==> src/rtl/wvnd_pkg.sv <==
// ----------------------------------------------------------------------------
// Warped value noise density package
// Shared widths, fixed-point constants and arithmetic helpers for the grove
// density pipeline and its value-noise and band-scale units.
// ----------------------------------------------------------------------------
package wvnd_pkg;

   localparam int FRAC_BITS = 16;
   localparam int TILE_W    = 24;
   localparam int COORD_W   = 36;
   localparam int CELL_W    = COORD_W - FRAC_BITS;
   localparam int NOISE_LAT = 6;

   // Lattice hash constants.
   localparam logic [63:0] HASH_MUL_X  = 64'h9E37_79B9_7F4A_7C15;
   localparam logic [63:0] HASH_MUL_Y  = 64'hC2B2_AE3D_27D4_EB4F;
   localparam logic [63:0] HASH_MIX    = 64'hBF58_476D_1CE4_E5B9;
   localparam logic [63:0] SALT_WARP_X = 64'h51;
   localparam logic [63:0] SALT_WARP_Y = 64'h52;
   localparam logic [63:0] SALT_OCT2   = 64'hA3;

   // Tile to lattice scaling: x = tile * 624 + floor((32 * tile + 105) / 210).
   localparam logic [9:0]  TILE_WHOLE = 10'd624;
   localparam logic [29:0] DIV_BIAS   = 30'd440402025;
   localparam int          DIV_SHIFT  = 38;
   localparam logic [30:0] RECIP_210  = 31'(((64'd1 << DIV_SHIFT) + 64'd209) / 64'd210);
   localparam logic [COORD_W-1:0] DIV_OFFSET = COORD_W'(2097152);

   // Q.16 coefficients.
   localparam logic [16:0] C_WARP_SCALE  = 17'd39322;
   localparam logic [16:0] C_WARP_GAIN   = 17'd72090;
   localparam logic [17:0] C_OCT2_SCALE  = 18'd137626;
   localparam logic [15:0] C_OCT1_WEIGHT = 16'd42598;
   localparam logic [15:0] C_OCT2_WEIGHT = 16'd22938;

   // Lattice offsets in Q.16.
   localparam logic [COORD_W-1:0] OFS_WX_X   = COORD_W'(203162);
   localparam logic [COORD_W-1:0] OFS_WX_Y   = COORD_W'(111411);
   localparam logic [COORD_W-1:0] OFS_WY_X   = COORD_W'(340787);
   localparam logic [COORD_W-1:0] OFS_WY_Y   = COORD_W'(609485);
   localparam logic [COORD_W-1:0] OFS_OCT2_X = COORD_W'(720896);
   localparam logic [COORD_W-1:0] OFS_OCT2_Y = COORD_W'(458752);

   // Band edges and output scaling.
   localparam logic [15:0] GLADE_LO    = 16'd13107;
   localparam logic [15:0] GLADE_HI    = 16'd27525;
   localparam logic [15:0] THICK_LO    = 16'd45875;
   localparam logic [15:0] THICK_HI    = 16'd58982;
   localparam logic [15:0] GLADE_FLOOR = 16'd7864;
   localparam logic [15:0] GLADE_RANGE = 16'd57672;
   localparam logic [15:0] THICK_TIGHT = 16'd29491;

   localparam int BAND_SHIFT  = 44;
   localparam int BAND_DIFF_W = 14;
   localparam logic [30:0] GLADE_RECIP =
      31'(((64'd1 << BAND_SHIFT) + 64'(GLADE_HI - GLADE_LO) - 64'd1) / 64'(GLADE_HI - GLADE_LO));
   localparam logic [30:0] THICK_RECIP =
      31'(((64'd1 << BAND_SHIFT) + 64'(THICK_HI - THICK_LO) - 64'd1) / 64'(THICK_HI - THICK_LO));

   localparam logic [15:0] BAND_LO    [2] = '{GLADE_LO, THICK_LO};
   localparam logic [15:0] BAND_HI    [2] = '{GLADE_HI, THICK_HI};
   localparam logic [30:0] BAND_RECIP [2] = '{GLADE_RECIP, THICK_RECIP};

   // A lattice sample point handed to a noise unit.
   typedef struct packed {
      logic               valid;
      logic [COORD_W-1:0] x;
      logic [COORD_W-1:0] y;
   } point_type;

   // First half of smoothstep: floor(t * t / 2^16).
   function automatic logic [16:0] smooth_sq(input logic [16:0] t);
      logic [33:0] p;
      p = t * t;
      return p[32:16];
   endfunction

   // Second half of smoothstep: floor(t2 * (3 * 2^16 - 2 * t) / 2^16).
   function automatic logic [16:0] smooth_fin(input logic [16:0] t2, input logic [16:0] t);
      logic [34:0] p;
      p = t2 * (18'h30000 - {t, 1'b0});
      return p[32:16];
   endfunction

   // Linear blend of two Q0.16 values by weight s.
   function automatic logic [15:0] blend(input logic [15:0] a, input logic [15:0] b,
                                         input logic [16:0] s);
      logic [32:0] acc;
      acc = a * (17'h10000 - s) + b * s;
      return acc[31:16];
   endfunction

endpackage

==> src/rtl/wvnd_band.sv <==
// ----------------------------------------------------------------------------
// Band scale unit
// Maps a grove level to the glade chance scale and the thicket spacing
// scale through two smoothstep bands, in five pipeline stages.
// ----------------------------------------------------------------------------
module wvnd_band (
   input  logic        clock,
   input  logic        reset,
   input  logic        in_valid,
   input  logic [15:0] in_level,
   output logic        out_valid,
   output logic [15:0] out_level,
   output logic [16:0] out_glade,
   output logic [16:0] out_thicket
);

   localparam int LAT = 5;

   typedef enum logic [1:0] {POS_BELOW, POS_INSIDE, POS_ABOVE} band_pos_type;

   logic [LAT-1:0] vld_ff;
   logic [15:0]    lvl_ff [LAT];

   band_pos_type pos_in [2];
   band_pos_type pos_ff [2];
   logic [15:0]  diff_in [2];
   logic [44:0]  qprod_in [2];
   logic [44:0]  qprod_ff [2];
   logic [16:0]  t_in [2];
   logic [16:0]  t_ff [2];
   logic [16:0]  t2_ff [2];
   logic [16:0]  s_ff [2];
   logic [32:0]  gm_ff, tm_ff;
   logic [16:0]  glade_ff, thick_ff;

   always_comb begin
      for (int i = 0; i < 2; i++) begin
         diff_in[i] = in_level - wvnd_pkg::BAND_LO[i];
         if (in_level <= wvnd_pkg::BAND_LO[i]) begin
            pos_in[i] = POS_BELOW;
         end else if (in_level >= wvnd_pkg::BAND_HI[i]) begin
            pos_in[i] = POS_ABOVE;
         end else begin
            pos_in[i] = POS_INSIDE;
         end
         // Division by the band width as a reciprocal multiply.
         qprod_in[i] = diff_in[i][wvnd_pkg::BAND_DIFF_W-1:0] * wvnd_pkg::BAND_RECIP[i];
         case (pos_ff[i])
            POS_BELOW:  t_in[i] = 17'd0;
            POS_ABOVE:  t_in[i] = 17'h10000;
            POS_INSIDE: t_in[i] = {1'b0, qprod_ff[i][wvnd_pkg::BAND_SHIFT-1:28]};
            default:    t_in[i] = 17'd0;
         endcase
      end
   end

   always_ff @(posedge clock) begin
      if (reset) begin
         vld_ff <= '0;
      end else begin
         vld_ff <= {vld_ff[LAT-2:0], in_valid};
      end
   end

   always_ff @(posedge clock) begin
      lvl_ff[0] <= in_level;
      for (int k = 1; k < LAT; k++) begin
         lvl_ff[k] <= lvl_ff[k-1];
      end
      for (int i = 0; i < 2; i++) begin
         pos_ff[i]   <= pos_in[i];
         qprod_ff[i] <= qprod_in[i];
         t_ff[i]     <= t_in[i];
         t2_ff[i]    <= wvnd_pkg::smooth_sq(t_in[i]);
         s_ff[i]     <= wvnd_pkg::smooth_fin(t2_ff[i], t_ff[i]);
      end
      gm_ff    <= s_ff[0] * wvnd_pkg::GLADE_RANGE + 33'd32768;
      tm_ff    <= s_ff[1] * wvnd_pkg::THICK_TIGHT + 33'd32768;
      glade_ff <= 17'(wvnd_pkg::GLADE_FLOOR) + gm_ff[32:16];
      thick_ff <= 17'h10000 - tm_ff[32:16];
   end

   assign out_valid   = vld_ff[LAT-1];
   assign out_level   = lvl_ff[LAT-1];
   assign out_glade   = glade_ff;
   assign out_thicket = thick_ff;

   a_glade_floor: assert property (@(posedge clock) disable iff (reset)
      out_valid && (out_level <= wvnd_pkg::GLADE_LO) |->
         out_glade == 17'(wvnd_pkg::GLADE_FLOOR))
      else $error("glade scale above floor below the glade band");

   a_glade_full: assert property (@(posedge clock) disable iff (reset)
      out_valid && (out_level >= wvnd_pkg::GLADE_HI) |-> out_glade == 17'h10000)
      else $error("glade scale not full above the glade band");

   a_thicket_core: assert property (@(posedge clock) disable iff (reset)
      out_valid && (out_level >= wvnd_pkg::THICK_HI) |->
         out_thicket == 17'h10000 - 17'(wvnd_pkg::THICK_TIGHT))
      else $error("thicket scale not tightest in a thicket core");

endmodule

==> config.mk <==
export PLATFORM = sky130hd
export DESIGN_NAME = wvnd_band
export DESIGN_NICKNAME = d
export VERILOG_FILES = /design/src/rtl/wvnd_pkg.sv /design/src/rtl/wvnd_band.sv
export SDC_FILE = /design/constraint.sdc
export NUM_CORES = 2
export LEC_CHECK = 0
export BUFFER_PORTS_ARGS = -buffer_cell sky130_fd_sc_hd__buf_2
export CELL_PAD_IN_SITES_DETAIL_PLACEMENT = 0
export CELL_PAD_IN_SITES_GLOBAL_PLACEMENT = 1
export CORE_UTILIZATION = 53
export DETAILED_ROUTE_END_ITERATION = 8
export PLACE_DENSITY = 0.95
export SYNTH_ARGS = -nofsm -noshare
export SYNTH_HDL_FRONTEND = slang
export SYNTH_SLANG_ARGS = --single-unit
==> constraint.sdc <==
create_clock -name clock -period 10.9 [get_ports clock]
set_input_delay 3.27 -clock clock [delete_from_list [all_inputs] [get_ports clock]]
set_output_delay 3.27 -clock clock [all_outputs]
set_load 0.03 [all_outputs]
==> results.md <==
* Status: completed
* Layout cells sized above 1 at 3.67%
* Post-route setup TNS at 0 ps
* Post-CTS Setup Bufs at 0
* Antenna-violating nets left at 0
* Drt pass-1 iters at 5
* Final WL at 118000 um
* Pins Over Slew Limit at 0
* Clock Skew at 23.0 ps
* Total GRT Usage at 22.4%
* FF+latch count, synth at 291
* Nets at 8051
* Number of core rows at 120
* Worst EP required at 11440 ps
* Die ar. at 110000 um2
* Top cell type by total area after synthesis: fa_1
* Hold path cells at 0
* Initial antenna violation count at 0
* Routed wl met2 at 58300 um
* Core Area at 108000 um2
* CTS tree: yes
* Synth Warn # at 0
* Total number of vias at 38300
* Resized Gates After CTS at 0
* Clock period minus worst slack at 10060 ps
* Slew HR at 21.1%
* N_diodes at 0
* Vias/cell at 5.12
* CP max FO at 6
* Placed Area at 59600 um2
* # DRC at 0
* Area grow syn2layout at 5.46%
* PortBufs at 69
* Max clock buf depth at 3
* Least-Margin Pin Slew at 1180 ps
* Initial core utilization at 53.7%
* WL per Instance at 15.8 um
* Cts hold-fix bufs at 0
* Die width at 332 um
* Largest net degree at the start of global routing at 48
* F_max at 0.0994 GHz
* Top Metal Used: met4
* Vias in the first global route at 42400
* H-tree levels at 2
* Post-Syn Area at 57700 um2
* Die height at 332 um
* Ys flop type: dfxtp_1
* Crit start category: input port
* Post-synth cell types at 83
* Worst EP arrival at 10610 ps
* Post-synth EDFFs at 0
* Setup repair after global routing missed its margin: false
* Drt first-iter violations at 1789
* Final setup vio count at 0
* Fin crit share at 92.3%
* Mean post-synth cell area at 9.52 um2
* Fin. Hold Viols at 0
* Sequential-to-total area share from yosys stat at 10.1%
* Met3 WL at 6260 um
* CTS sink count at 291
* Gr ovfl total at 0
* CTS Buf Count at 36
* Post-synth top area share at 40.3%
* WS Path Type: in -> reg
* Hold Crit Class: reg -> reg
* Root buffer cell: clkbuf_16
* Synth area leaders: fa_1 (40%), ha_1 (18%), inv_1 (11%)
* Final instance area at 60900 um2
* Met1 wire length at 51000 um
* Ports at 70
* Clk slew on worst S/H paths at 60 ps
* Async set-reset flop share out of synthesis at 0%
* Crit end category: flip-flop
* HPWL Detailed at 99200 um
* Cells after synthesis at 6061
* Max-cap viol count at 0
* RePlAce Congestion at 0.891
* Worst-Skew Late Latency at 620 ps
* Global-route wire length before repair at 203000 um
* Worst reg-to-reg path cell count at 26
sequential cells by signal, indices dropped and copies added, names as in the netlist:
register,count
out_thicket,17
pos_ff,4
s_ff,34
tm_ff,17
t_ff,34
t2_ff,34
lvl_ff,80
out_glade,17
qprod_ff,32
vld_ff,5
gm_ff,17
stage by stage:
step	std cells	setup slack [ps]	utilization [%]	hold WS [ps]
5_1_grt	7487	308	56.6	318
6_report	7487	836	56.6	310
4_1_cts	7487	920	56.6	316
3_3_place_gp	7425	462	55.5	310
3_5_place_dp	7425	287	55.5	312
2_1_floorplan	6083	1030	-	310
synthesized netlist by cell type, types with 7 or more instances:
library cell / count
inv_1: 1644
fa_1: 1161
ha_1: 811
nand2_1: 509
and2_1: 355
dfxtp_1: 291
xnor2_1: 181
clkbuf_1: 153
and3_1: 134
nor2_1: 125
a21oi_1: 95
xor2_1: 82
a21o_1: 62
o21ai_0: 56
nor3_1: 51
nand3_1: 42
nor2b_1: 28
o21a_1: 27
a31oi_1: 17
buf_4: 16
nand4_1: 16
nand2b_1: 14
nor4_1: 14
o21bai_1: 13
a211oi_1: 10
and4_1: 9
or2_2: 9
buf_1: 7
o31ai_1: 7
or3_1: 7
cell type report:
class	instances	area [um2]
Inverter	1645	6170
Multi-Input combinational cell	3970	45200
Timing Repair Buffer	116	698
Clock inverter	19	253
Sequential cell	291	5830
Tap cell	1403	1760
Clock buffer	43	957
Fill cell	9364	46600
worst paths after layout:
| path | start | endpoint | slack [ps] |
|---|---|---|---|
| max | in_level[0] | qprod_ff[0][42]$_DFF_P_ | 840 |
| min | lvl_ff[0][35]$_DFF_P_ | lvl_ff[0][51]$_DFF_P_ | 310 |
| max reg2reg | t_ff[0][17]$_DFF_P_ | s_ff[0][33]$_DFF_P_ | 1900 |
| min reg2reg | lvl_ff[0][35]$_DFF_P_ | lvl_ff[0][51]$_DFF_P_ | 310 |
logic make-up (layout without fill, tap and decap cells):
| kind of cell | Yosys count | in the layout | share of synthesized area, % |
|---|---|---|---|
| AO/OA/AOI/OAI | 356 | 356 | 4.08 |
| XOR/XNOR | 265 | 265 | 4.06 |
| adder cells (fa/ha/maj) | 1973 | 1973 | 57.9 |
| buffers and inverters | 1822 | 1823 | 12.0 |
| flip-flops | 291 | 291 | 10.1 |
| multiplexers | 6 | 6 | 0.108 |
| other | 2 | 24 | 0.0130 |
| AND/OR/NAND/NOR | 1346 | 1346 | 11.8 |
layout by cell type (no fill, tap or decap), drive strengths merged, types with 11 or more instances in the layout:
| master | instances |
|---|---|
| conb | 24 |
| o21bai | 13 |
| nor3 | 52 |
| fa | 1161 |
| and3 | 135 |
| clkbuf | 43 |
| nand2b | 14 |
| nor2b | 28 |
| a21oi | 96 |
| a211oi | 11 |
| o21a | 27 |
| dfxtp | 291 |
| nand2 | 510 |
| xnor2 | 182 |
| xor2 | 82 |
| ha | 811 |
| a21o | 62 |
| a31oi | 17 |
| nand4 | 16 |
| inv | 1654 |
| nor2 | 125 |
| buf | 116 |
| o21ai | 60 |
| nand3 | 42 |
| and2 | 358 |
| nor4 | 14 |
worst max-delay path, stage by stage:
cell and delay (ps):
buf_2 140, a211oi_1 380, o21ai_1 170, a31oi_1 290, a21boi_0 240, xnor2_2 340
inv_1 150, ha_1 370, xor2_1 180, fa_1 550, inv_1 50, fa_1 390
fa_1 480, fa_1 490, inv_1 40, ha_1 280, and3_1 180, a221oi_1 290
o221ai_1 170, a211oi_1 420, nor4_1 140, a2111oi_0 660, nor3_1 160, o31a_1 340
o21ai_0 260, o31a_1 180
layer usage:
metal,track usage (%),up-vias
met4,5.46,0
met3,2.87,166
met5,0,-
li1,-,18100
met1,29.0,19100
met2,39.6,964
Power is not shown: default switching activity piles up to over one toggle a cycle in this logic, so the estimate is an artifact.
